==> config.mk <==
export PLATFORM = sky130hd
export DESIGN_NAME = rational_fraction_alu
export DESIGN_NICKNAME = d
export VERILOG_FILES = /design/src/hw/rtl/rfa_pkg.sv /design/src/hw/rtl/rfa_divider.sv /design/src/hw/rtl/rational_fraction_alu.sv
export SDC_FILE = /design/constraint.sdc
export NUM_CORES = 2
export LEC_CHECK = 0
export ABC_AREA = 1
export CORE_MARGIN = 5
export CORE_UTILIZATION = 35
export CTS_CLUSTER_DIAMETER = 100
export DETAILED_ROUTE_END_ITERATION = 8
export DONT_BUFFER_PORTS = 1
export PLACE_DENSITY_LB_ADDON = 0.12
export SLEW_MARGIN = 10
export SYNTH_ARGS = -nofsm -noshare
export SYNTH_HDL_FRONTEND = slang
export SYNTH_SLANG_ARGS = --single-unit
==> constraint.sdc <==
create_clock -name clock -period 14.6 [get_ports clock]
set_clock_uncertainty 0.15 [all_clocks]
set_input_delay 2.92 -clock clock [delete_from_list [all_inputs] [get_ports clock]]
set_output_delay 2.92 -clock clock [all_outputs]
set_load 0.02 [all_outputs]
==> src/hw/rtl/rfa_pkg.sv <==
package rfa_pkg;

   localparam int OperandWidth = 16;
   localparam int ProdWidth    = 2 * OperandWidth;
   localparam int MagWidth     = ProdWidth + 1;
   localparam int NumWidth     = 33;
   localparam int DenWidth     = 31;
   localparam int CountWidth   = $clog2(MagWidth + 1);

   localparam logic [2:0] CMD_REDUCE = 3'd0;
   localparam logic [2:0] CMD_ADD    = 3'd1;
   localparam logic [2:0] CMD_SUB    = 3'd2;
   localparam logic [2:0] CMD_MUL    = 3'd3;
   localparam logic [2:0] CMD_DIV    = 3'd4;

   typedef logic [MagWidth-1:0] mag_type;

   // Divider control between sequencer and shared divide unit.
   typedef struct packed {
      logic    start;
      mag_type dividend;
      mag_type divisor;
   } div_req_type;

   typedef struct packed {
      logic    done;
      mag_type quotient;
      mag_type remainder;
   } div_rsp_type;

endpackage

==> src/hw/rtl/rfa_divider.sv <==
module rfa_divider (
   input  logic                clock,
   input  logic                reset,
   input  rfa_pkg::div_req_type div_req,
   output rfa_pkg::div_rsp_type div_rsp
);
   import rfa_pkg::*;

   logic                  busy_ff, busy_in;
   logic [CountWidth-1:0] count_ff, count_in;
   mag_type               quo_ff, quo_in, rem_ff, rem_in, dvs_ff, dvs_in;
   logic                  done_ff, done_in;
   logic [MagWidth:0]     trial;

   always_comb begin
      busy_in  = busy_ff;
      count_in = count_ff;
      quo_in   = quo_ff;
      rem_in   = rem_ff;
      dvs_in   = dvs_ff;
      done_in  = 1'b0;
      trial    = {rem_ff, quo_ff[MagWidth-1]} - {1'b0, dvs_ff};
      if (div_req.start) begin
         busy_in  = 1'b1;
         count_in = CountWidth'(MagWidth);
         quo_in   = div_req.dividend;
         rem_in   = '0;
         dvs_in   = div_req.divisor;
      end else if (busy_ff) begin
         // restoring step: one quotient bit per cycle
         if (!trial[MagWidth]) begin
            rem_in = trial[MagWidth-1:0];
            quo_in = {quo_ff[MagWidth-2:0], 1'b1};
         end else begin
            rem_in = {rem_ff[MagWidth-2:0], quo_ff[MagWidth-1]};
            quo_in = {quo_ff[MagWidth-2:0], 1'b0};
         end
         count_in = count_ff - 1'b1;
         if (count_ff == CountWidth'(1)) begin
            busy_in = 1'b0;
            done_in = 1'b1;
         end
      end
   end

   always_ff @(posedge clock) begin
      if (reset) begin
         busy_ff <= 1'b0;
         done_ff <= 1'b0;
      end else begin
         busy_ff <= busy_in;
         done_ff <= done_in;
      end
      count_ff <= count_in;
      quo_ff   <= quo_in;
      rem_ff   <= rem_in;
      dvs_ff   <= dvs_in;
   end

   assign div_rsp.done      = done_ff;
   assign div_rsp.quotient  = quo_ff;
   assign div_rsp.remainder = rem_ff;

endmodule

==> src/hw/rtl/rational_fraction_alu.sv <==
// Sequence: a zero numerator or denominator gives the response straight after the
// products; otherwise the shared 33-step divider runs the Euclid chain, then divides
// numerator and denominator by the gcd.
// Throughput: one request at a time; req_ready is low from acceptance until
// the response is taken, and the next request is taken the cycle after.
// Reset: synchronous, active high; clears the sequencer and the response
// valid flag.
module rational_fraction_alu (
   input  logic                                 clock,
   input  logic                                 reset,
   input  logic                                 req_valid,
   output logic                                 req_ready,
   input  logic [2:0]                           req_command,
   input  logic signed [rfa_pkg::OperandWidth-1:0] req_a_numerator,
   input  logic signed [rfa_pkg::OperandWidth-1:0] req_a_denominator,
   input  logic signed [rfa_pkg::OperandWidth-1:0] req_b_numerator,
   input  logic signed [rfa_pkg::OperandWidth-1:0] req_b_denominator,
   output logic                                 rsp_valid,
   input  logic                                 rsp_ready,
   output logic signed [rfa_pkg::NumWidth-1:0]  rsp_result_numerator,
   output logic [rfa_pkg::DenWidth-1:0]         rsp_result_denominator,
   output logic                                 rsp_error
);
   import rfa_pkg::*;

   typedef enum logic [6:0] {
      S_IDLE  = 7'b0000001,
      S_MUL1  = 7'b0000010,
      S_MUL2  = 7'b0000100,
      S_GCD   = 7'b0001000,
      S_DIVN  = 7'b0010000,
      S_DIVD  = 7'b0100000,
      S_OUT   = 7'b1000000
   } state_type;

   localparam int W = OperandWidth;

   state_type state_ff, state_in;
   logic [2:0]   cmd_ff;
   logic [W-1:0] an_ff, ad_ff, bn_ff, bd_ff;
   logic         ann_ff, adn_ff, bnn_ff, bdn_ff;
   // products as magnitude and sign
   mag_type p1_ff, p1_in, p2_ff, p2_in;
   logic    s1_ff, s1_in, s2_ff, s2_in;
   mag_type num_ff, num_in, den_ff, den_in, gb_ff, gb_in;
   logic    nneg_ff, nneg_in, dneg_ff, dneg_in;
   mag_type qn_ff, qn_in;
   logic    rsp_valid_ff, rsp_valid_in;
   logic [NumWidth-1:0] rn_ff, rn_in;
   logic [DenWidth-1:0] rd_ff, rd_in;
   logic    err_ff, err_in;

   div_req_type div_req;
   div_rsp_type div_rsp;

   // shared multiplier operands
   logic [W-1:0]        mul_x, mul_y;
   logic                mul_sx, mul_sy;
   logic [2*W-1:0]      mul_p;
   logic [MagWidth:0]   sum_t;
   mag_type             addn, addd;
   logic                addneg;

   // first numerator product, computed from held operands in MUL1
   mag_type        p1_calc;
   logic           s1_calc;
   logic [2*W-1:0] p1_raw;

   function automatic logic [W-1:0] mag_of(input logic [W-1:0] v);
      mag_of = v[W-1] ? (~v + 1'b1) : v;
   endfunction

   rfa_divider u_div (
      .clock  (clock),
      .reset  (reset),
      .div_req(div_req),
      .div_rsp(div_rsp)
   );

   assign mul_p = mul_x * mul_y;

   assign p1_raw  = an_ff * ((cmd_ff == CMD_MUL) ? bn_ff : bd_ff);
   assign p1_calc = MagWidth'(p1_raw);
   assign s1_calc = (p1_raw != '0) &&
                    (ann_ff != ((cmd_ff == CMD_MUL) ? bnn_ff : bdn_ff));

   always_comb begin
      state_in     = state_ff;
      p1_in        = p1_ff;
      p2_in        = p2_ff;
      s1_in        = s1_ff;
      s2_in        = s2_ff;
      num_in       = num_ff;
      den_in       = den_ff;
      nneg_in      = nneg_ff;
      dneg_in      = dneg_ff;
      gb_in        = gb_ff;
      qn_in        = qn_ff;
      rn_in        = rn_ff;
      rd_in        = rd_ff;
      err_in       = err_ff;
      rsp_valid_in = rsp_valid_ff;
      div_req      = '0;
      mul_x        = an_ff;
      mul_y        = bd_ff;
      mul_sx       = ann_ff;
      mul_sy       = bdn_ff;
      sum_t        = '0;
      addn         = '0;
      addneg       = 1'b0;
      addd         = '0;

      case (state_ff)
         S_IDLE: begin
            // wait for a request; the accepting edge loads the operands
         end
         S_MUL1: begin
            // first numerator product a*bd (a*bn for multiply)
            p1_in = p1_calc;
            s1_in = s1_calc;
            // second numerator product b*ad
            mul_x = bn_ff; mul_sx = bnn_ff;
            mul_y = ad_ff; mul_sy = adn_ff;
            p2_in = MagWidth'(mul_p);
            s2_in = (mul_p != '0) && ((bnn_ff != adn_ff) ^ (cmd_ff == CMD_SUB));
            state_in = S_MUL2;
         end
         S_MUL2: begin
            // denominator product and numerator combination
            mul_x = ad_ff; mul_sx = adn_ff;
            mul_y = (cmd_ff == CMD_DIV) ? bn_ff : bd_ff;
            mul_sy = (cmd_ff == CMD_DIV) ? bnn_ff : bdn_ff;
            if (s1_ff == s2_ff) begin
               sum_t = {1'b0, p1_ff} + {1'b0, p2_ff};
               addneg = s1_ff;
            end else if (p1_ff >= p2_ff) begin
               sum_t = {1'b0, p1_ff} - {1'b0, p2_ff};
               addneg = s1_ff;
            end else begin
               sum_t = {1'b0, p2_ff} - {1'b0, p1_ff};
               addneg = s2_ff;
            end
            addn = sum_t[MagWidth-1:0];
            addd = MagWidth'(mul_p);
            case (cmd_ff)
               CMD_ADD, CMD_SUB: begin
                  num_in = addn; nneg_in = addneg && (addn != '0);
               end
               CMD_MUL, CMD_DIV: begin
                  num_in = p1_ff; nneg_in = s1_ff;
               end
               default: begin
                  num_in = MagWidth'(mag_of(an_ff)); nneg_in = ann_ff;
                  addd = MagWidth'(mag_of(ad_ff));
               end
            endcase
            den_in = addd;
            dneg_in = (cmd_ff == CMD_ADD || cmd_ff == CMD_SUB || cmd_ff == CMD_MUL ||
                       cmd_ff == CMD_DIV) ? (mul_sx != mul_sy) : adn_ff;
            gb_in = den_in;
            if (den_in == '0) begin
               rn_in = '0; rd_in = DenWidth'(1); err_in = 1'b1;
               state_in = S_OUT; rsp_valid_in = 1'b1;
            end else if (num_in == '0) begin
               rn_in = '0; rd_in = DenWidth'(1); err_in = 1'b0;
               state_in = S_OUT; rsp_valid_in = 1'b1;
            end else begin
               div_req.start = 1'b1;
               div_req.dividend = num_in;
               div_req.divisor = den_in;
               state_in = S_GCD;
            end
         end
         S_GCD: begin
            // Euclid: a, b <- b, a mod b
            if (div_rsp.done) begin
               if (div_rsp.remainder == '0) begin
                  div_req.start = 1'b1;
                  div_req.dividend = num_ff;
                  div_req.divisor = gb_ff;
                  state_in = S_DIVN;
               end else begin
                  gb_in = div_rsp.remainder;
                  div_req.start = 1'b1;
                  div_req.dividend = gb_ff;
                  div_req.divisor = div_rsp.remainder;
               end
            end
         end
         S_DIVN: begin
            if (div_rsp.done) begin
               qn_in = div_rsp.quotient;
               div_req.start = 1'b1;
               div_req.dividend = den_ff;
               div_req.divisor = gb_ff;
               state_in = S_DIVD;
            end
         end
         S_DIVD: begin
            if (div_rsp.done) begin
               rn_in = (nneg_ff != dneg_ff) ? NumWidth'(~qn_ff + 1'b1)
                                            : NumWidth'(qn_ff);
               rd_in = DenWidth'(div_rsp.quotient);
               err_in = 1'b0;
               rsp_valid_in = 1'b1;
               state_in = S_OUT;
            end
         end
         S_OUT: begin
            if (rsp_ready) begin
               rsp_valid_in = 1'b0;
               state_in = S_IDLE;
            end
         end
         default: state_in = S_IDLE;
      endcase
   end

   assign req_ready = (state_ff == S_IDLE) && !rsp_valid_ff;

   always_ff @(posedge clock) begin
      if (reset) begin
         state_ff     <= S_IDLE;
         rsp_valid_ff <= 1'b0;
      end else begin
         // accept request, then advance through the sequence
         if (state_ff == S_IDLE) begin
            state_ff <= (req_valid && req_ready) ? S_MUL1 : S_IDLE;
         end else begin
            state_ff <= state_in;
         end
         rsp_valid_ff <= rsp_valid_in;
      end
      if (state_ff == S_IDLE && req_valid && req_ready) begin
         cmd_ff <= req_command;
         an_ff  <= mag_of(req_a_numerator);   ann_ff <= req_a_numerator[W-1];
         ad_ff  <= mag_of(req_a_denominator); adn_ff <= req_a_denominator[W-1];
         bn_ff  <= mag_of(req_b_numerator);   bnn_ff <= req_b_numerator[W-1];
         bd_ff  <= mag_of(req_b_denominator); bdn_ff <= req_b_denominator[W-1];
      end
      p1_ff   <= p1_in;
      s1_ff   <= s1_in;
      p2_ff   <= p2_in;
      s2_ff   <= s2_in;
      num_ff  <= num_in;
      den_ff  <= den_in;
      nneg_ff <= nneg_in;
      dneg_ff <= dneg_in;
      gb_ff   <= gb_in;
      qn_ff   <= qn_in;
      rn_ff   <= rn_in;
      rd_ff   <= rd_in;
      err_ff  <= err_in;
   end

   assign rsp_valid              = rsp_valid_ff;
   assign rsp_result_numerator   = rn_ff;
   assign rsp_result_denominator = rd_ff;
   assign rsp_error              = err_ff;

endmodule

# After elaboration in Yosys (flattened, before gate mapping)
# Index checks and enable logic that the tools add are counted.
[word_totals]
reg_bits = 451
latch_bits = 0
ram_bits = 0
rom_bits = 0
in_bits = 71
elab_cells = 184
mem_count = 0
[classes]
n_addsub = 12
multipliers = 2
div = 0
order_cmp = 1
eq_ne = 27
shifts = 0
muxes = 69
bitwise = 9
n_reduce_logical = 30
[ops]
columns = ["op", "count"]
rows = [
  ["33-bit 2-to-1 mux", 14],
  ["67-bit 2-to-1 mux", 4],
  ["67-bit one-hot mux with 3 select lines", 1],
  ["33-bit one-hot mux with 2 select lines", 3],
  ["33-bit zero test", 3],
  ["16-bit by 1-bit adder with 16-bit output, second input constant", 6],
  ["16-bit inverter", 6],
  ["31-bit 2-to-1 mux", 3],
  ["66-bit 2-to-1 mux", 1],
  ["32-bit by 32-bit subtractor with 33-bit output", 2],
  ["16-bit by 16-bit multiplier with 32-bit output", 2],
  ["16-bit 2-to-1 mux", 4],
  ["16-bit one-hot mux with 2 select lines", 2],
  ["32-bit nonzero test", 2],
  ["31-bit one-hot mux with 2 select lines", 1],
  ["15-bit 2-to-1 mux", 4],
  ["7-bit 2-to-1 mux", 8],
  ["7-bit one-hot mux with 6 select lines", 1],
  ["34-bit by 33-bit subtractor with 34-bit output", 1],
  ["32-bit by 32-bit adder with 33-bit output", 1],
  ["33-bit by 1-bit adder with 33-bit output, second input constant", 1],
  ["33-bit inverter", 1],
  ["33-bit nonzero test", 1],
  ["32-bit >= comparator", 1],
  ["37 further kinds", 77],
]

# Depth between registers and ports, before layout
[logic_depth]
depth_word = 11
depth_mapped = 46
ltp_nobuf = 43

# By module
# A second synthesis with hierarchy kept.
[unflattened]
cells_unflattened = 6685
hier_area_um2 = 49548.8
[modules_own_cells]
columns = ["mod", "n_inst", "cells_each", "area_each_um2", "seq_area_each_um2"]
rows = [
  ["rational_fraction_alu", 1, 5640, 42421.9, 10219.8],
  ["rfa_divider", 1, 1045, 7126.8, 2802.7],
]

# Worst setup path after synthesis
# No wires, ideal clock.
[synth_timing]
path_type = "register to register"
start = "reg state_ff[2]"
end = "reg err_ff, in the netlist rsp_error (enable)"
setup_time_ns = 0.419
arrival_time_ns = 9.203
t_required_ns = 14.031
path_slack_ns = 4.828
stages_incl_launch_ff = 38
n_path_buf = 1
period_less_slack_ns = 9.772
cell_sequence = "dfxtp_1 nor2_1 inv_1 nor3_1 nand2_1 inv_2 nor2_1 clkbuf_1 a21oi_1 clkinv_1 nand2_1 fa_1 fa_1 inv_1 fa_1 fa_1 fa_1 inv_1 (+2 left out) ha_1 a21oi_1 o21ai_0 a21oi_1 inv_1 a21oi_1 inv_1 nand2_1 nand3_1 nand2_1 inv_1 nand2_1 nand4_1 nor2_1 nand3_2 nand3_4 nand2_1 inv_1"
[synth_via]
elab_chain_cells = 8
elab_cells_between_ends = 13
[synth_lines]
columns = ["item", "line_no", "rtl"]
rows = [
  ["from (decl)", "rational_fraction_alu.sv:38", "state_type state_ff, state_in;"],
  ["from (signal assigned)", "rational_fraction_alu.sv:228", "state_ff <= (req_valid && req_ready) ? S_MUL1 : S_IDLE;"],
  ["from (signal assigned)", "rational_fraction_alu.sv:230", "state_ff <= state_in;"],
  ["7-bit by 3-bit equality test with 1-bit output / 7-bit by 2-bit equality test with 1-bit output (equally long branches)", "rational_fraction_alu.sv:113", "case (state_ff)"],
  ["16-bit one-hot mux with 2 select lines", "rational_fraction_alu.sv:113", ""],
  ["16-bit by 16-bit multiplier with 32-bit output (*)", "rational_fraction_alu.sv:80", "assign mul_p = mul_x * mul_y;"],
  ["net mul_p[27]", "rational_fraction_alu.sv:59", "logic [2*W-1:0] mul_p;"],
  ["32-bit 2-to-1 mux (*)", "rational_fraction_alu.sv:145", "case (cmd_ff)"],
  ["33-bit 2-to-1 mux (*)", "rational_fraction_alu.sv:113", ""],
  ["33-bit zero test (*)", "rational_fraction_alu.sv:161", "if (den_in == '0) begin"],
  ["3-bit inequality test (no line) (*)", "n/a", ""],
  ["3-bit AND reduction (no line) (*)", "n/a", ""],
  ["to (signal assigned)", "rational_fraction_alu.sv:253", "err_ff <= err_in;"],
  ["to (decl)", "rational_fraction_alu.sv:51", "logic err_ff, err_in;"],
]
# Mark *: on every way through the listed nets, which the timed path passes. The rest lies on a longest branch. The select of a mux whose other input is x is not followed.
# A chain may end at the register's enable or synchronous reset.

# Worst setup path after layout
[layout_timing]
start = "reg state_ff[2]"
end = "reg rn_ff[21], in the netlist rsp_result_numerator[21] (enable)"
[layout_via]
elab_chain_cells = 8
elab_cells_between_ends = 13
[layout_lines]
columns = ["item", "line_no", "rtl"]
rows = [
  ["7-bit by 3-bit equality test with 1-bit output / 7-bit by 2-bit equality test with 1-bit output (equally long branches)", "rational_fraction_alu.sv:113", ""],
  ["16-bit one-hot mux with 2 select lines", "rational_fraction_alu.sv:113", ""],
  ["16-bit by 16-bit multiplier with 32-bit output (*)", "rational_fraction_alu.sv:80", ""],
  ["net mul_p[12]", "rational_fraction_alu.sv:59", ""],
  ["32-bit 2-to-1 mux (*)", "rational_fraction_alu.sv:145", ""],
  ["33-bit 2-to-1 mux (*)", "rational_fraction_alu.sv:113", ""],
  ["33-bit zero test (*)", "rational_fraction_alu.sv:161", ""],
  ["3-bit inequality test (no line) (*)", "n/a", ""],
  ["3-bit AND reduction (no line) (*)", "n/a", ""],
  ["to (signal assigned)", "rational_fraction_alu.sv:251", "rn_ff <= rn_in;"],
  ["to (decl)", "rational_fraction_alu.sv:49", "logic [NumWidth-1:0] rn_ff, rn_in;"],
]
# Marked as above.

==> flow_summary_export.csv <==
group,metric,value,unit
clock_network,clockBufferDepth,3,
clock_network,cts.htree.levels,2,
critical_path,worst_path_max_delay_cell,"sky130_fd_sc_hd__a21oi_1",
detailed_routing,drc_errors,0,
detailed_routing,post_drt_via_cell_ratio,5.161,
clock_network,cts.sinks,450,
outcome,outcome,"finished clean",
sta,post-route-worst-setup-slack,2.900,ns
layout,synthToLayoutAreaGrowth,7.756,%
worst_hold_path,hp-class,"reg2reg",
global_routing,gr_util_all_layers,24.45,%
place,dpl_worst_slack,3.224,ns
critical_path,cp-start-kind,"flop",
layout,final_nets,6804,
sta,timing.final.setup_violations,0,
global_routing,number_of_global_route_vias_before_repair,40390,
sta,fmax,85.47,MHz
critical_path,critical_path.most_common_cell,"sky130_fd_sc_hd__nand2_1",
yosys,synth_warnings,0,
detailed_routing,number_of_drc_markers_in_iteration_0,3604,
critical_path,crit_path_max_fanout,65,
detailed_routing,finalWirelength,177.4,mm
clock_network,postCtsResizedCells,0,
sta,min_period_over_period,80.14,%
yosys,post_synth_num_cell_types,66,
die,row_count,135,
die,initial_core_util,35.18,%
layout,finalNonFillerCells,7824,
yosys,ys_async_sr_fraction,0,%
place,gp_routability_congestion,0.9657,
sta,rsz_0062_raised_after_global_routing,"false",
clock_network,cts_tree,"yes",
place,numPortBuffers,0,
yosys,synthesis.nets,6860,
yosys,number_of_instances_in_the_synthesized_netlist,6051,
place,dp.cells,7718,
die,die-height,379,um
critical_path,slowest_delay,1.07,ns
clock_network,ctsHoldBuffers,0,
die,dieArea,0.1436,mm^2
critical_path,cp_data_required_time,14.71,ns
detailed_routing,avgRoutedWirePerCell,22.67,um
yosys,synth.avg_cell_area,7.876,um^2
yosys,synth_enable_flop_cells,401,
critical_path,arrival,11.81,ns
detailed_routing,ant_nets,0,
sta,finalSetupTns,0,ns
critical_path,timing.setup.critical_path_class,"reg2reg",
yosys,synth.ff_latch_count,450,
detailed_routing,detailedRoute.firstPassIterationCount,7,
flow_run,max_cap_violations,0,
die,placeableCoreArea,0.1355,mm^2
die,design.portCount,138,
sta,final-hold-violation-count,0,
place,dp_hpwl,145.4,mm
clock_network,cts-buffers-inserted,56,
clock_network,clkLatencyLatePin,0.67,ns
layout,fillers,14330,
sta,worst_slew_pin_slew,1.305,ns
clock_network,post-cts-setup-buffers,0,
yosys,syn_area,0.04766,mm^2
yosys,synth_flop_cell,"sky130_fd_sc_hd__edfxtp_1",
global_routing,antenna_found_initial,3,
clock_network,ctsRootBufferMaster,"sky130_fd_sc_hd__clkbuf_16",
sta,finalCriticalPeriod,11.70,ns
layout,layout-drive-gt1-share,5.511,%
die,die_x,379,um
yosys,yosysSeqAreaShare,27.33,%
detailed_routing,detailroute.via_count,40380,
critical_path,timing.critical_path.to_type,"flop",
global_routing,grt_first_pass_wirelength,264.7,mm
clock_network,clkTransAtPathRegs,0.06,ns
global_routing,grt_overflow,0,
sta,drv_slew,0,
sta,timing.max_slew.rel_slack,12.06,%
global_routing,pin_count_of_the_biggest_net_entering_global_routing,67,
## synth_stat cells (all sizes together), types with 18 or more instances
cell | count | area share [%]
nand2 | 1443 | 12
inv | 1101 | 8.7
nor2 | 612 | 5.0
edfxtp | 401 | 25
fa | 392 | 16
ha | 346 | 9.1
nand3 | 313 | 3.4
a21oi | 303 | 3.5
o21ai | 240 | 2.5
xor2 | 125 | 2.3
clkbuf | 123 | 0.97
nor3 | 70 | 0.80
nand4 | 64 | 0.84
buf | 63 | 0.94
xnor2 | 53 | 0.97
dfxtp | 49 | 2.1
nor4 | 42 | 0.56
o21bai | 42 | 0.81
o211ai | 36 | 0.57
a221oi | 31 | 0.57
a22oi | 27 | 0.43
o22ai | 23 | 0.30
a31oi | 21 | 0.28
or2 | 18 | 0.24
## final timing paths
check	from	endpoint	slack, ns	cells past startpoint
worst min-delay path	u_div.quo_ff[27]	qn_ff[27]	0.26	0
worst max register to register	state_ff[2]	rsp_result_numerator[21]	2.90	36
worst max-delay path	state_ff[2]	rsp_result_numerator[21]	2.90	36
worst min register to register	u_div.quo_ff[27]	qn_ff[27]	0.26	0
## logic make-up (layout without fill, tap and decap cells)
logic type / after synthesis / count (layout) / share of synthesized area, %
compound gates: 798 / 798 / 10.27
buf+inv: 1300 / 1291 / 10.69
other cells: 0 / 1 / 0
flops: 450 / 450 / 27.33
xor+xnor: 178 / 178 / 3.271
simple gates: 2587 / 2587 / 22.89
fa+ha+maj: 738 / 738 / 25.55
## cell usage in the layout (no fill, tap or decap), types with 24 or more instances in the layout
cell type	netlist	final
sky130_fd_sc_hd__buf_4	25	72
sky130_fd_sc_hd__clkbuf_16	0	57
sky130_fd_sc_hd__nor3_1	65	63
sky130_fd_sc_hd__a21oi_2	41	41
sky130_fd_sc_hd__nand2_2	23	24
sky130_fd_sc_hd__a221oi_1	31	29
sky130_fd_sc_hd__nor2_1	593	588
sky130_fd_sc_hd__edfxtp_1	401	401
sky130_fd_sc_hd__nor4_1	41	40
sky130_fd_sc_hd__xor2_1	125	125
sky130_fd_sc_hd__nand2_1	1414	1413
sky130_fd_sc_hd__dfxtp_1	49	49
sky130_fd_sc_hd__inv_1	1079	1076
sky130_fd_sc_hd__o211ai_1	36	36
sky130_fd_sc_hd__nand4_1	64	64
sky130_fd_sc_hd__fa_1	392	392
sky130_fd_sc_hd__o21ai_0	226	222
sky130_fd_sc_hd__a21oi_1	262	262
sky130_fd_sc_hd__ha_1	346	346
sky130_fd_sc_hd__nand3_1	302	302
sky130_fd_sc_hd__a22oi_1	27	27
sky130_fd_sc_hd__xnor2_1	53	52
## per-layer routing
metal / GRT usage [%] / wire length [um]
met1: 32.99 / 77790
met2: 41.15 / 83050
met3: 3.392 / 11010
met4: 6.759 / 5539
met5: 0 / 0
## final cells by class
cell class / count / area [um^2] / area share, %
Timing Repair Buffer: 72 / 540.5 / 1.053
Inverter: 1114 / 4188 / 8.155
Clock buffer: 81 / 1567 / 3.050
Clock inverter: 24 / 205.2 / 0.3996
Tap cell: 1781 / 2228 / 4.339
Multi-Input combinational cell: 4301 / 29600 / 57.64
Sequential cell: 450 / 13020 / 25.36
Antenna cell: 1 / 2.502 / 0.004873
## registers in the layout, indices dropped and copies added, names as in the netlist, 32 cells and up
register / count
u_div.dvs_ff: 33
gb_ff: 33
u_div.rem_ff: 33
u_div.quo_ff: 33
qn_ff: 33
num_ff: 33
den_ff: 32
rsp_result_numerator: 33
p2_ff: 32
p1_ff: 32
## critical path, delay by kind of cell, from the launching register on
| family | cells | cell delay [ns] |
|---|---|---|
| AOI/OAI and AO/OA | 2 | 1.43 |
| xor gates and xnor gates | 1 | 0.16 |
| adders and majority gates | 7 | 3.27 |
| buffers and inverters | 10 | 2.16 |
| DFF | 1 | 0.33 |
| and+or+nand+nor | 16 | 3.71 |
## per-stage QoR
stage / hold WS, ns / utilization (%) / instance area (um^2)
6_report: 0.2627 / 37.91 / 51350
3_3_place_gp: 0.2794 / 36.60 / 49580
4_1_cts: 0.2681 / 37.91 / 51350
5_1_grt: 0.3008 / 37.91 / 51350
3_5_place_dp: 0.2848 / 36.60 / 49580
2_1_floorplan: 0.2764 / - / 47660
Power is not shown: default switching activity piles up to over one toggle a cycle in this logic, so the estimate is an artifact.
